===== src/mlfq_pkg.sv =====
package mlfq_pkg;

   // Sizing of the job store.
   localparam int MAX_JOBS   = 16;
   localparam int NUM_LEVELS = 3;
   localparam int SLOT_W     = $clog2(MAX_JOBS);
   localparam int CNT_W      = $clog2(MAX_JOBS + 1);
   localparam int ADDR_W     = $clog2(NUM_LEVELS * MAX_JOBS);
   localparam int LVL_W      = 2;
   localparam int CSR_IDX_W  = 2;
   localparam int CSR_W      = 16;

   // Level codes.
   localparam logic [LVL_W-1:0] LEVEL_TOP    = 2'd0;
   localparam logic [LVL_W-1:0] LEVEL_MID    = 2'd1;
   localparam logic [LVL_W-1:0] LEVEL_LOW    = 2'd2;
   localparam logic [LVL_W-1:0] LEVEL_NONE   = 2'd3;

   // Request opcodes.
   localparam logic OP_ARRIVAL = 1'b0;
   localparam logic OP_TICK    = 1'b1;

   // Result event codes.
   localparam logic [2:0] EV_ACCEPTED  = 3'd0;
   localparam logic [2:0] EV_DROPPED   = 3'd1;
   localparam logic [2:0] EV_IDLE      = 3'd2;
   localparam logic [2:0] EV_RAN       = 3'd3;
   localparam logic [2:0] EV_COMPLETED = 3'd4;
   localparam logic [2:0] EV_DEMOTED   = 3'd5;
   localparam logic [2:0] EV_ROTATED   = 3'd6;

   // Configuration register indexes.
   localparam logic [CSR_IDX_W-1:0] CSR_QUANTUM0 = 2'd0;
   localparam logic [CSR_IDX_W-1:0] CSR_QUANTUM1 = 2'd1;
   localparam logic [CSR_IDX_W-1:0] CSR_QUANTUM2 = 2'd2;
   localparam logic [CSR_IDX_W-1:0] CSR_BOOST    = 2'd3;

   typedef struct packed {
      logic        opcode;
      logic [7:0]  job_id;
      logic [15:0] job_length;
   } req_type;

   typedef struct packed {
      logic [2:0] event_res;
      logic [7:0] served_id;
      logic [1:0] served_level;
      logic       boosted;
   } rsp_type;

   typedef struct packed {
      logic [7:0]  id;
      logic [15:0] rem;
   } job_entry_type;

   typedef enum logic [2:0] {
      ST_IDLE,
      ST_BOOST_RD,
      ST_BOOST_WR,
      ST_SERVE_SEL,
      ST_SERVE_EXEC
   } state_type;

   // Store address of a slot within a level's circular queue.
   function automatic logic [ADDR_W-1:0] mem_addr(input logic [LVL_W-1:0] lv,
                                                  input logic [SLOT_W-1:0] slot);
      return ADDR_W'(lv) * ADDR_W'(MAX_JOBS) + ADDR_W'(slot);
   endfunction

   // Circular queue pointer advance.
   function automatic logic [SLOT_W-1:0] next_slot(input logic [SLOT_W-1:0] x);
      return (x == SLOT_W'(MAX_JOBS - 1)) ? '0 : x + SLOT_W'(1);
   endfunction

endpackage


===== src/multilevel_feedback_queue_scheduler_top.sv =====
// Three-level feedback queue scheduler.
// Requests: an item is transferred when start is high and busy is low. An arrival
// (opcode 0) appends a job to the top queue or reports it dropped when the store
// holds MAX_JOBS jobs. A tick (opcode 1) advances the boost counter, moves all
// lower-level jobs back to the top queue at the boost period, then serves one
// time unit of the chosen head job.
// Results: exactly one per request, shown on rsp_data for one cycle with rsp_valid
// high. The receiver cannot stall; results are never held back.
// Timing: an arrival is answered in the cycle after its transfer and busy stays low.
// A tick that serves a job steps through select, a registered store read and update;
// a tick with nothing to serve ends after select. A boost adds a store read and a
// store write per job moved, and one more read step before select.
// The job store is one single-port-write memory with a registered read port;
// every store access of a tick passes through it in turn, which sets the rate.
// Configuration: csr_we writes register csr_index (0..2 quanta, 3 boost period)
// and should only be used while the block is idle.
// Reset: synchronous, active high; queues empty, registers at defaults; the
// store needs no clearing pass since only written entries are ever read.
module multilevel_feedback_queue_scheduler_top (
   input  logic                              clock,
   input  logic                              reset,
   input  logic                              start,
   output logic                              busy,
   input  mlfq_pkg::req_type                 req_data,
   output logic                              rsp_valid,
   output mlfq_pkg::rsp_type                 rsp_data,
   input  logic                              csr_we,
   input  logic [mlfq_pkg::CSR_IDX_W-1:0]    csr_index,
   input  logic [mlfq_pkg::CSR_W-1:0]        csr_wdata
);

   localparam int SW = mlfq_pkg::SLOT_W;
   localparam int CW = mlfq_pkg::CNT_W;
   localparam int LW = mlfq_pkg::LVL_W;
   localparam int NL = mlfq_pkg::NUM_LEVELS;

   mlfq_pkg::state_type state_ff, state_in;

   logic [15:0] quantum0_ff, quantum0_in;
   logic [15:0] quantum1_ff, quantum1_in;
   logic [15:0] quantum2_ff, quantum2_in;
   logic [15:0] period_ff,   period_in;

   logic [SW-1:0] head_ff  [NL];
   logic [SW-1:0] head_in  [NL];
   logic [SW-1:0] tail_ff  [NL];
   logic [SW-1:0] tail_in  [NL];
   logic [CW-1:0] count_ff [NL];
   logic [CW-1:0] count_in [NL];
   logic [15:0]   used_ff  [NL];
   logic [15:0]   used_in  [NL];

   logic [LW-1:0] running_ff,  running_in;
   logic [LW-1:0] serve_lv_ff, serve_lv_in;
   logic [LW-1:0] src_lv_ff,   src_lv_in;
   logic [15:0]   bcnt_ff,     bcnt_in;
   logic          boosted_ff,  boosted_in;

   logic              rsp_valid_ff, rsp_valid_in;
   mlfq_pkg::rsp_type rsp_ff,       rsp_in;

   // Job store and its port controls.
   mlfq_pkg::job_entry_type store_mem [NL * mlfq_pkg::MAX_JOBS];
   mlfq_pkg::job_entry_type rd_data_ff;
   mlfq_pkg::job_entry_type mem_wdata;
   logic                        mem_we;
   logic                        mem_re;
   logic [mlfq_pkg::ADDR_W-1:0] mem_waddr;
   logic [mlfq_pkg::ADDR_W-1:0] mem_raddr;

   // Shared decode.
   logic [CW+1:0] total_jobs;
   logic [15:0]   bcnt_next;
   logic          boost_hit;
   logic          lower_busy;
   logic [LW-1:0] sel_lv;
   logic          sel_found;

   assign busy      = (state_ff != mlfq_pkg::ST_IDLE);
   assign rsp_valid = rsp_valid_ff;
   assign rsp_data  = rsp_ff;

   assign total_jobs = (CW+2)'(count_ff[0]) + (CW+2)'(count_ff[1]) + (CW+2)'(count_ff[2]);
   assign bcnt_next  = bcnt_ff + 16'd1;
   assign boost_hit  = (bcnt_next >= period_ff);
   assign lower_busy = (count_ff[1] != '0) || (count_ff[2] != '0);

   // Pick the highest non-empty level that the running level allows.
   always_comb begin
      sel_lv    = mlfq_pkg::LEVEL_NONE;
      sel_found = 1'b0;
      for (int k = 0; k < NL; k++) begin
         if (!sel_found && count_ff[k] != '0 &&
             (running_ff == mlfq_pkg::LEVEL_NONE || running_ff == LW'(k))) begin
            sel_lv    = LW'(k);
            sel_found = 1'b1;
         end
      end
   end

   // Next state.
   always_comb begin
      state_in = state_ff;
      case (state_ff)
         mlfq_pkg::ST_IDLE: begin
            if (start && req_data.opcode == mlfq_pkg::OP_TICK) begin
               state_in = boost_hit ? mlfq_pkg::ST_BOOST_RD : mlfq_pkg::ST_SERVE_SEL;
            end
         end
         mlfq_pkg::ST_BOOST_RD: begin
            state_in = lower_busy ? mlfq_pkg::ST_BOOST_WR : mlfq_pkg::ST_SERVE_SEL;
         end
         mlfq_pkg::ST_BOOST_WR: begin
            state_in = mlfq_pkg::ST_BOOST_RD;
         end
         mlfq_pkg::ST_SERVE_SEL: begin
            state_in = sel_found ? mlfq_pkg::ST_SERVE_EXEC : mlfq_pkg::ST_IDLE;
         end
         mlfq_pkg::ST_SERVE_EXEC: begin
            state_in = mlfq_pkg::ST_IDLE;
         end
         default: begin
            state_in = mlfq_pkg::ST_IDLE;
         end
      endcase
   end

   // Datapath, store accesses and results.
   always_comb begin
      mlfq_pkg::job_entry_type entry;
      logic [LW-1:0] lv;
      logic [LW-1:0] dst;
      logic [15:0]   rem_dec;
      logic [15:0]   used_new;
      logic [15:0]   quantum;

      quantum0_in  = quantum0_ff;
      quantum1_in  = quantum1_ff;
      quantum2_in  = quantum2_ff;
      period_in    = period_ff;
      head_in      = head_ff;
      tail_in      = tail_ff;
      count_in     = count_ff;
      used_in      = used_ff;
      running_in   = running_ff;
      serve_lv_in  = serve_lv_ff;
      src_lv_in    = src_lv_ff;
      bcnt_in      = bcnt_ff;
      boosted_in   = boosted_ff;
      rsp_valid_in = 1'b0;
      rsp_in       = rsp_ff;
      mem_we       = 1'b0;
      mem_re       = 1'b0;
      mem_waddr    = '0;
      mem_raddr    = '0;
      mem_wdata    = rd_data_ff;
      entry        = rd_data_ff;
      lv           = serve_lv_ff;
      dst          = serve_lv_ff;
      rem_dec      = rd_data_ff.rem - 16'd1;
      used_new     = '0;
      quantum      = '0;

      // Configuration writes.
      if (csr_we) begin
         case (csr_index)
            mlfq_pkg::CSR_QUANTUM0: quantum0_in = csr_wdata;
            mlfq_pkg::CSR_QUANTUM1: quantum1_in = csr_wdata;
            mlfq_pkg::CSR_QUANTUM2: quantum2_in = csr_wdata;
            mlfq_pkg::CSR_BOOST:    period_in   = csr_wdata;
            default: ;
         endcase
      end

      case (state_ff)
         mlfq_pkg::ST_IDLE: begin
            if (start) begin
               if (req_data.opcode == mlfq_pkg::OP_ARRIVAL) begin
                  // Arrival: append to the top queue unless the store is full.
                  rsp_valid_in        = 1'b1;
                  rsp_in.served_id    = req_data.job_id;
                  rsp_in.served_level = mlfq_pkg::LEVEL_TOP;
                  rsp_in.boosted      = 1'b0;
                  if (total_jobs >= (CW+2)'(mlfq_pkg::MAX_JOBS)) begin
                     rsp_in.event_res = mlfq_pkg::EV_DROPPED;
                  end else begin
                     rsp_in.event_res = mlfq_pkg::EV_ACCEPTED;
                     mem_we           = 1'b1;
                     mem_waddr        = mlfq_pkg::mem_addr(mlfq_pkg::LEVEL_TOP, tail_ff[0]);
                     mem_wdata.id     = req_data.job_id;
                     mem_wdata.rem    = req_data.job_length;
                     tail_in[0]       = mlfq_pkg::next_slot(tail_ff[0]);
                     count_in[0]      = count_ff[0] + CW'(1);
                  end
               end else begin
                  // Tick: advance the boost counter and arm a boost if due.
                  if (boost_hit) begin
                     bcnt_in    = '0;
                     boosted_in = 1'b1;
                     running_in = mlfq_pkg::LEVEL_NONE;
                     for (int k = 0; k < NL; k++) begin
                        used_in[k] = '0;
                     end
                  end else begin
                     bcnt_in    = bcnt_next;
                     boosted_in = 1'b0;
                  end
               end
            end
         end

         mlfq_pkg::ST_BOOST_RD: begin
            // Fetch the head of the middle queue first, then the lowest one.
            if (count_ff[1] != '0) begin
               src_lv_in = mlfq_pkg::LEVEL_MID;
               mem_re    = 1'b1;
               mem_raddr = mlfq_pkg::mem_addr(mlfq_pkg::LEVEL_MID, head_ff[1]);
            end else if (count_ff[2] != '0) begin
               src_lv_in = mlfq_pkg::LEVEL_LOW;
               mem_re    = 1'b1;
               mem_raddr = mlfq_pkg::mem_addr(mlfq_pkg::LEVEL_LOW, head_ff[2]);
            end
         end

         mlfq_pkg::ST_BOOST_WR: begin
            // Append the fetched job to the top queue and pop its source.
            mem_we              = 1'b1;
            mem_waddr           = mlfq_pkg::mem_addr(mlfq_pkg::LEVEL_TOP, tail_ff[0]);
            mem_wdata           = rd_data_ff;
            tail_in[0]          = mlfq_pkg::next_slot(tail_ff[0]);
            count_in[0]         = count_ff[0] + CW'(1);
            head_in[src_lv_ff]  = mlfq_pkg::next_slot(head_ff[src_lv_ff]);
            count_in[src_lv_ff] = count_ff[src_lv_ff] - CW'(1);
         end

         mlfq_pkg::ST_SERVE_SEL: begin
            serve_lv_in = sel_lv;
            if (sel_found) begin
               mem_re    = 1'b1;
               mem_raddr = mlfq_pkg::mem_addr(sel_lv, head_ff[sel_lv]);
            end else begin
               rsp_valid_in        = 1'b1;
               rsp_in.event_res    = mlfq_pkg::EV_IDLE;
               rsp_in.served_id    = '0;
               rsp_in.served_level = mlfq_pkg::LEVEL_TOP;
               rsp_in.boosted      = boosted_ff;
            end
         end

         mlfq_pkg::ST_SERVE_EXEC: begin
            // Serve one unit of the head job read last cycle.
            rsp_valid_in        = 1'b1;
            rsp_in.served_id    = entry.id;
            rsp_in.served_level = lv;
            rsp_in.boosted      = boosted_ff;
            running_in          = lv;
            case (lv)
               mlfq_pkg::LEVEL_TOP: quantum = quantum0_ff;
               mlfq_pkg::LEVEL_MID: quantum = quantum1_ff;
               default:             quantum = quantum2_ff;
            endcase
            used_new = (used_ff[lv] == 16'hFFFF) ? used_ff[lv] : used_ff[lv] + 16'd1;
            if (entry.rem <= 16'd1) begin
               // Completion.
               head_in[lv]      = mlfq_pkg::next_slot(head_ff[lv]);
               count_in[lv]     = count_ff[lv] - CW'(1);
               used_in[lv]      = '0;
               running_in       = mlfq_pkg::LEVEL_NONE;
               rsp_in.event_res = mlfq_pkg::EV_COMPLETED;
            end else if (used_new >= quantum) begin
               // Quantum expired: demote, or rotate within the lowest queue.
               dst = (lv == mlfq_pkg::LEVEL_LOW) ? lv : lv + LW'(1);
               head_in[lv]   = mlfq_pkg::next_slot(head_ff[lv]);
               tail_in[dst]  = mlfq_pkg::next_slot(tail_ff[dst]);
               mem_we        = 1'b1;
               mem_waddr     = mlfq_pkg::mem_addr(dst, tail_ff[dst]);
               mem_wdata.id  = entry.id;
               mem_wdata.rem = rem_dec;
               if (dst != lv) begin
                  count_in[lv]     = count_ff[lv] - CW'(1);
                  count_in[dst]    = count_ff[dst] + CW'(1);
                  rsp_in.event_res = mlfq_pkg::EV_DEMOTED;
               end else begin
                  rsp_in.event_res = mlfq_pkg::EV_ROTATED;
               end
               used_in[lv] = '0;
               running_in  = mlfq_pkg::LEVEL_NONE;
            end else begin
               // Keep running: write back the shortened remaining count.
               used_in[lv]      = used_new;
               mem_we           = 1'b1;
               mem_waddr        = mlfq_pkg::mem_addr(lv, head_ff[lv]);
               mem_wdata.id     = entry.id;
               mem_wdata.rem    = rem_dec;
               rsp_in.event_res = mlfq_pkg::EV_RAN;
            end
         end

         default: ;
      endcase
   end

   // Job store: one write port, one registered read port.
   always_ff @(posedge clock) begin
      if (mem_we) begin
         store_mem[mem_waddr] <= mem_wdata;
      end
      if (mem_re) begin
         rd_data_ff <= store_mem[mem_raddr];
      end
   end

   // Control and configuration registers.
   always_ff @(posedge clock) begin
      if (reset) begin
         state_ff     <= mlfq_pkg::ST_IDLE;
         quantum0_ff  <= 16'd2;
         quantum1_ff  <= 16'd5;
         quantum2_ff  <= 16'd10;
         period_ff    <= 16'd20;
         for (int k = 0; k < NL; k++) begin
            head_ff[k]  <= '0;
            tail_ff[k]  <= '0;
            count_ff[k] <= '0;
            used_ff[k]  <= '0;
         end
         running_ff   <= mlfq_pkg::LEVEL_NONE;
         serve_lv_ff  <= mlfq_pkg::LEVEL_TOP;
         src_lv_ff    <= mlfq_pkg::LEVEL_MID;
         bcnt_ff      <= '0;
         boosted_ff   <= 1'b0;
         rsp_valid_ff <= 1'b0;
      end else begin
         state_ff     <= state_in;
         quantum0_ff  <= quantum0_in;
         quantum1_ff  <= quantum1_in;
         quantum2_ff  <= quantum2_in;
         period_ff    <= period_in;
         head_ff      <= head_in;
         tail_ff      <= tail_in;
         count_ff     <= count_in;
         used_ff      <= used_in;
         running_ff   <= running_in;
         serve_lv_ff  <= serve_lv_in;
         src_lv_ff    <= src_lv_in;
         bcnt_ff      <= bcnt_in;
         boosted_ff   <= boosted_in;
         rsp_valid_ff <= rsp_valid_in;
      end
   end

   // Result payload.
   always_ff @(posedge clock) begin
      rsp_ff <= rsp_in;
   end

`ifndef SYNTHESIS
   // The store never holds more jobs than it has room for.
   a_total_bound: assert property (@(posedge clock) disable iff (reset)
      total_jobs <= (CW+2)'(mlfq_pkg::MAX_JOBS))
      else $error("job count exceeds store size");

   // An arrival transfer is answered on the next cycle.
   a_arrival_rsp: assert property (@(posedge clock) disable iff (reset)
      (start && !busy && req_data.opcode == mlfq_pkg::OP_ARRIVAL) |=> rsp_valid)
      else $error("arrival not answered");

   // Jobs are moved only after the boost counter has been cleared.
   a_boost_cnt: assert property (@(posedge clock) disable iff (reset)
      (state_ff == mlfq_pkg::ST_BOOST_WR) |-> (bcnt_ff == '0 && boosted_ff))
      else $error("boost move without boost");

   // A result only follows an arrival transfer or work in progress.
   a_rsp_cause: assert property (@(posedge clock) disable iff (reset)
      rsp_valid |-> $past(busy || start))
      else $error("unexpected result");
`endif

endmodule

===== config.mk =====
export PLATFORM = sky130hd
export DESIGN_NAME = multilevel_feedback_queue_scheduler_top
export DESIGN_NICKNAME = d
export VERILOG_FILES = /design/src/mlfq_pkg.sv /design/src/multilevel_feedback_queue_scheduler_top.sv
export SDC_FILE = /design/constraint.sdc
export NUM_CORES = 2
export LEC_CHECK = 0
export BUFFER_PORTS_ARGS = -buffer_cell sky130_fd_sc_hd__buf_2
export CAP_MARGIN = 25
export CORE_MARGIN = 5
export CORE_UTILIZATION = 58
export DETAILED_ROUTE_END_ITERATION = 12
export PLACE_DENSITY_LB_ADDON = 0.05
export SLEW_MARGIN = 20
export SYNTH_ARGS = -nofsm -noshare
export SYNTH_HDL_FRONTEND = slang
export SYNTH_SLANG_ARGS = --single-unit

===== constraint.sdc =====
create_clock -name clock -period 20 [get_ports clock]
set_input_delay 2 -clock clock [delete_from_list [all_inputs] [get_ports clock]]
set_output_delay 2 -clock clock [all_outputs]
set_load 0.05 [all_outputs]

======== Word-level counts from Yosys, hierarchy flattened ========
Memory sizes are Yosys's and may differ from the RTL's. A register that Yosys moved wholly into a read port is not among the register bits.
Cells that the tools add are included.
storage, ports and cells
  flip-flop bits (word level) ............. 192
  memory bits (writable) .................. 1,152
  input port bits ......................... 47
  output and inout port bits .............. 16
  word-level logic and storage cells ...... 270
  memories ................................ 1
operators by class
  add/subtract/negate cells ............... 19
  order comparisons ....................... 11
  equal/unequal tests ..................... 29
  multiplexer cells ....................... 135
  bitwise logic cells ..................... 7
  reduce and logical (&&, ||, !) cells .... 41
memories
  memory     depth  bits a word  rd ports  clocked after Yosys merged registers in  wr ports  RTL line                                       RTL
  store_mem  48     24           1         1                                        1         multilevel_feedback_queue_scheduler_top.sv:63  mlfq_pkg::job_entry_type store_mem [NL * mlfq_pkg::MAX_JOBS];
operators by type and width
  kind                                            number
  2-to-1 mux 48 bit                               5
  2-to-1 mux 16 bit                               7
  case mux 48 bit (2 select lines)                1
  2-to-1 mux 4 bit                                21
  2-to-1 mux 24 bit                               3
  2-to-1 mux 5 bit                                12
  AND 48 bit                                      1
  bitwise mux 48 bit                              1
  2-to-1 mux 12 bit                               4
  NOT 48 bit                                      1
  case mux 24 bit (2 select lines)                1
  bitwise mux 15 bit                              3
  2-to-1 mux 15 bit                               3
  2-to-1 mux 14 bit                               3
  case mux 14 bit (3 select lines)                1
  bitwise mux 12 bit                              3
  adder 16 x 1 -> 16 bit (second input constant)  2
  binary-select mux 16 bit (select 2 bit)         1
  binary-select mux 4 bit (select 2 bit)          4
  demux 16 bit (select 2 bit)                     1
  >= comparator 16 bit                            2
  case mux 16 bit (2 select lines)                1
  binary-select mux 5 bit (select 2 bit)          3
  demux 5 bit (select 2 bit)                      3
  other kinds (53)                                155

======== Longest topological paths before layout ========
  depth in word-level cells ............... 19
  gate-level depth with buffers ........... 24
  mapped depth without buffers ............ 18

======== Least setup slack after synthesis ========
OpenSTA, ideal clock, no wires.
  path type ............................... register -> register
  start ................................... reg serve_lv_ff[0]
  end ..................................... mem store_mem[17][0] (netlist bit) (enable)
  library setup time ...................... 0.405 ns
  arrival ................................. 6.030 ns
  path slack .............................. 13.565 ns
  stages on the path, launching flop included .. 24
  path buffers ............................ 5
  clock period less this slack ............ 6.435 ns
  cells stage by stage .................... dfxtp_1 > clkbuf_1 > nor2b_1 > clkbuf_1 > clkbuf_1 > buf_1 > o2bb2ai_1 > ha_1 > nand2_1 > nand4bb_1 > nor2_1 > xnor2_1 > inv_1 > ha_1 > nand2b_1 > a21o_1 > a21oi_1 > o21ai_0 > a2111oi_2 > nor2_1 > clkbuf_1 > o31ai_1 > nand3_1 > nor2_1
on the way
  longest elaborated chain between the ends .. 10
ends and longest elaborated chain
  element                                                                                                   RTL line                                                                                        RTL
  start: declaration                                                                                        multilevel_feedback_queue_scheduler_top.sv:54                                                   logic [LW-1:0] serve_lv_ff, serve_lv_in;
  start signal: assignment                                                                                  multilevel_feedback_queue_scheduler_top.sv:328                                                  serve_lv_ff <= mlfq_pkg::LEVEL_TOP;
  start signal: assignment                                                                                  multilevel_feedback_queue_scheduler_top.sv:344                                                  serve_lv_ff <= serve_lv_in;
  NOT 2 -> 3 bit (implied by the code) (tied with other cells)                                              multilevel_feedback_queue_scheduler_top.sv:262, multilevel_feedback_queue_scheduler_top.sv:292
  binary-select mux 16 bit (select 2 bit) / 2-to-1 mux 2 bit (equally long branches)                        multilevel_feedback_queue_scheduler_top.sv:262, multilevel_feedback_queue_scheduler_top.sv:272
  2-to-1 mux 16 bit (implied by the code) / NOT 2 -> 3 bit (equally long branches)                          multilevel_feedback_queue_scheduler_top.sv:262, multilevel_feedback_queue_scheduler_top.sv:276
  2-to-1 mux 16 bit (implied by the code) / binary-select mux 4 bit (select 2 bit) (equally long branches)  multilevel_feedback_queue_scheduler_top.sv:262, multilevel_feedback_queue_scheduler_top.sv:276
  adder 16 x 1 -> 16 bit (tied with other cells)                                                            multilevel_feedback_queue_scheduler_top.sv:262                                                  used_new = (used_ff[lv] == 16'hFFFF) ? used_ff[lv] : used_ff[lv] + 16'd1;
  2-to-1 mux 16 bit / 2-to-1 mux 4 bit (equally long branches)                                              multilevel_feedback_queue_scheduler_top.sv:262, multilevel_feedback_queue_scheduler_top.sv:276
  >= comparator 16 bit / adder 6 x 4 -> 6 bit (equally long branches)                                       multilevel_feedback_queue_scheduler_top.sv:270, mlfq_pkg.sv:67
  2-to-1 mux 6 bit *                                                                                        multilevel_feedback_queue_scheduler_top.sv:270                                                  end else if (used_new >= quantum) begin
  2-to-1 mux 6 bit *                                                                                        multilevel_feedback_queue_scheduler_top.sv:263                                                  if (entry.rem <= 16'd1) begin
  case mux 6 bit (3 select lines) *                                                                         multilevel_feedback_queue_scheduler_top.sv:175                                                  case (state_ff)
  end: declaration                                                                                          multilevel_feedback_queue_scheduler_top.sv:63
Mark *: on every way between the ends. The rest lies on a longest branch, timed or not. The select of a mux whose other input is x is not followed.

======== Worst setup path after layout ========
  start ................................... reg serve_lv_ff[0]
  end ..................................... mem store_mem[20][5] (netlist bit) (enable)
Same word-level chain as after synthesis.

==> impl_metrics.tcl <==
set metrics [dict create \
    first_iter_violations 5544 \
    yosys.area_share.simple_pct 15.86 \
    setup_viol 0 \
    nNetsFinal 5125 \
    cts.clk_slew.worst_paths_ns 0.06 \
    p_clk_share_pct 29.8 \
    drv_slew 0 \
    netSwitchingFraction_pct 35.06 \
    fin_ws_ns 12.08 \
    crit_arrival_ns 8.38 \
    routedWlPerCell_um 26.41 \
    htree_levels 4 \
    numCtsBuffers 143 \
    synth_top_cell_by_area "edfxtp_1" \
    antenna_found_initial 3 \
    clock_sinks 1368 \
    reg2reg_to "store_mem[20][5]" \
    ys.flop_type "edfxtp_1" \
    design.core.area_sq_um 100300 \
    path_class "reg -> reg" \
    p_sw_w 0.003104 \
    grt_util_all_layers_pct 31.35 \
    grt_pass1_wl_um 250400 \
    synthMuxAreaShare_pct 3.200 \
    place_inst 6222 \
    power_frac_comb_pct 27.4 \
    use_met2_pct 46.96 \
    start_util_pct 58.60 \
    worst_slew_pin_slew_ns 1.303 \
    use_met3_pct 6.526 \
    grt-ovfl-total 0 \
    max-vdd-ir-drop_mv 0.09996 \
    pwr-share-seq_pct 42.9 \
    internal-power_w 0.005749 \
    tns_ns 0 \
    synth_top_family_by_area "simple AND/OR/NAND/NOR gates" \
    drc 0 \
    synthXorXnorAreaFrac_pct 0.5962 \
    grt_pass1_vias 38320 \
    synth_top_area_share_pct 60.81 \
    avgSynthCellArea_sq_um 11.74 \
    fp.dieH_um 328.3 \
    rows 116 \
    yosysMostFrequentCell "nand2_1" \
    drive_above_1_share_pct 10.33 \
    ctsResizeCount 0 \
    fmax_ghz 0.1263 \
    synth.cell_area_sq_um 58770 \
    antenna_left 0 \
    synth.distinct_cells 86 \
    synthCells 5004 \
    yosys-top-cells-count "nand2_1, edfxtp_1, nand3_1" \
    period_needed_ns 7.916 \
    synth_seq_cells 1368 \
    io_buffers 62 \
    min_path_type "reg -> reg" \
    fin_skew_ns 0.02095 \
    startpoint "serve_lv_ff[0]" \
    cts_buffer_depth 3 \
    leakage_nw 22.88 \
    post-route-period-util_pct 39.58 \
    dp_hpwl_um 103900 \
    synthArstFlopShare_pct 0 \
    worstPathMaxFanout 34 \
    r2r.worst_path.cells 19 \
    syn_to_final_growth_pct 11.44 \
    die_w_um 328.3 \
    ys_top_cells_by_area "edfxtp_1, nand2_1, dfxtp_1" \
    hold_buffers 0 \
    grtUsageMet1_pct 45.29 \
    relSlewSlack_pct 12.36 \
    power.density_nw_per_um2 135.2 \
    synthAdderAreaFrac_pct 1.439 \
    cts_root_buffer "clkbuf_16" \
    dieArea_sq_um 107800 \
    crit-reg2reg-launch "serve_lv_ff[0]" \
    vias_per_cell 6.303 \
    critPathRequiredTime_ns 20.47 \
    synth_compound_area_share_pct 9.196 \
    top_usage_layer "met2" \
    hold_viol 0 \
    dp_slack_ns 12.21 \
    endpoint "store_mem[20][5]" \
    hold_depth 2 \
    insertion_delay_ns 0.77 \
    end_kind "register" \
    yosysSeqAreaShare_pct 66.87 \
    grt_max_degree 183 \
    wl_um 171400 \
    drv_cap 0 \
    final_cells 6490 \
    synth_edf_count 1190 \
    rsz0062_at_grt "false" \
    yosys_warnings 0 \
    firstDrtPassIters 7 \
    synth_nets 5115 \
    io-pin-count 63 \
    finalWeightedCongestion 0.9125 \
    reg2reg_slack_ns 12.08 \
    vias 40910 \
    critPathLaunchType "register" \
    post_cts.repair.setup_buffers 0 \
    cts_tree "built" \
    status "finished, final reports clean" \
]
==> state kept, by name, summed over array words and instances (netlist names), 16 cells and up <==
signal / cells
bcnt_ff: 16
period_ff: 16
rd_data_ff: 24
quantum2_ff: 16
store_mem: 1152
used_ff: 48
quantum0_ff: 16
quantum1_ff: 16
==> cells by family (layout without fill, tap and decap cells) <==
logic type,after synthesis,count (layout)
flops,1368,1368
mux,180,180
simple gates,2185,2185
fa+ha+maj,64,64
xor+xnor,40,40
buf+inv,388,516
other cells,0,1
compound gates,779,779
==> metrics by stage <==
stage | instance area (sq um) | total power, W | hold WS (ns) | util (%)
finish | 65490 | 0.008853 | 0.4544 | 65.30
global route | 65490 | 0.009142 | 0.4701 | 65.30
CTS | 65430 | 0.008816 | 0.4556 | 65.24
detailed placement | 60760 | 0.006204 | 0.4478 | 60.58
global placement | 60640 | 0.006169 | 0.4437 | 60.47
floorplan | 58770 | 0.005130 | 0.4360 | -
==> cell usage in the layout, fill, tap and decap left out, types with 30 or more instances in the layout <==
cell type	synthesis	routed
dfxtp_1	178	177
clkbuf_16	0	143
a21oi_1	263	263
clkinv_1	2	36
ha_1	58	58
clkbuf_1	184	30
inv_1	57	56
and3_1	44	44
nor3_1	34	33
nor2_2	0	50
nand2_1	1324	1323
o211ai_1	38	38
mux2i_1	153	153
buf_4	13	120
o21ai_0	75	71
nand3_1	465	464
buf_2	89	62
o31ai_1	57	57
nor2_1	201	147
edfxtp_1	1190	1190
a221oi_1	32	32
==> final cells by class <==
type / instances / area, sq um
sequential: 1368 / 39300
clock buffer: 175 / 3719
multi-input combinational: 3248 / 18190
timing repair buffer: 194 / 1414
inverter: 59 / 221.5
antenna: 1 / 2.502
clock inverter: 88 / 949.7
fill: 7566 / 34800
tap: 1357 / 1698
==> power by group through the flow <==
stage,registers [W],clock network (W),logic [W]
2_1_floorplan,0.00388,0,0.00125
3_3_place_gp,0.00385,0,0.00232
3_5_place_dp,0.00385,0,0.00235
4_1_cts,0.00379,0.00266,0.00236
5_1_grt,0.00380,0.00280,0.00254
6_report,0.00380,0.00264,0.00242
==> worst max-delay path, cell delays in order (launching register included) <==
cell       delay [ns]
dfxtp_2          1.04
mux2i_1          0.19
o2bb2ai_1        0.32
ha_1             0.22
nand2_1          0.15
nand4bb_1        0.32
nor2_1           0.56
xnor2_1          0.26
inv_1            0.10
ha_1             0.27
nand2b_1         0.14
a21o_1           0.18
a21oi_1          0.14
o21ai_0          0.15
a2111oi_2        0.94
nor2_1           0.40
o31ai_1          0.58
nand3_1          0.59
nor2_2           0.77
buf_6            0.25
==> layer usage <==
metal / wire, um / vias to the layer above / part of all wire [%]
li1: - / 18390 / -
met1: 69550 / 19930 / 41
met2: 76040 / 2235 / 44
met3: 18050 / 350 / 11
met4: 7759 / 0 / 4.5
met5: 0 / - / 0
==> how the worst min path moves through the flow <==
stage | slack [ns] | end | from
2_1_floorplan | 0.44 | quantum0_ff[0] | quantum0_ff[0]
3_3_place_gp | 0.44 | period_ff[11] | period_ff[11]
3_5_place_dp | 0.45 | period_ff[15] | period_ff[15]
4_1_cts | 0.46 | period_ff[15] | period_ff[15]
5_1_grt | 0.47 | period_ff[15] | period_ff[15]
6_report | 0.45 | period_ff[12] | period_ff[12]
(Power assumes the default switching activity.)
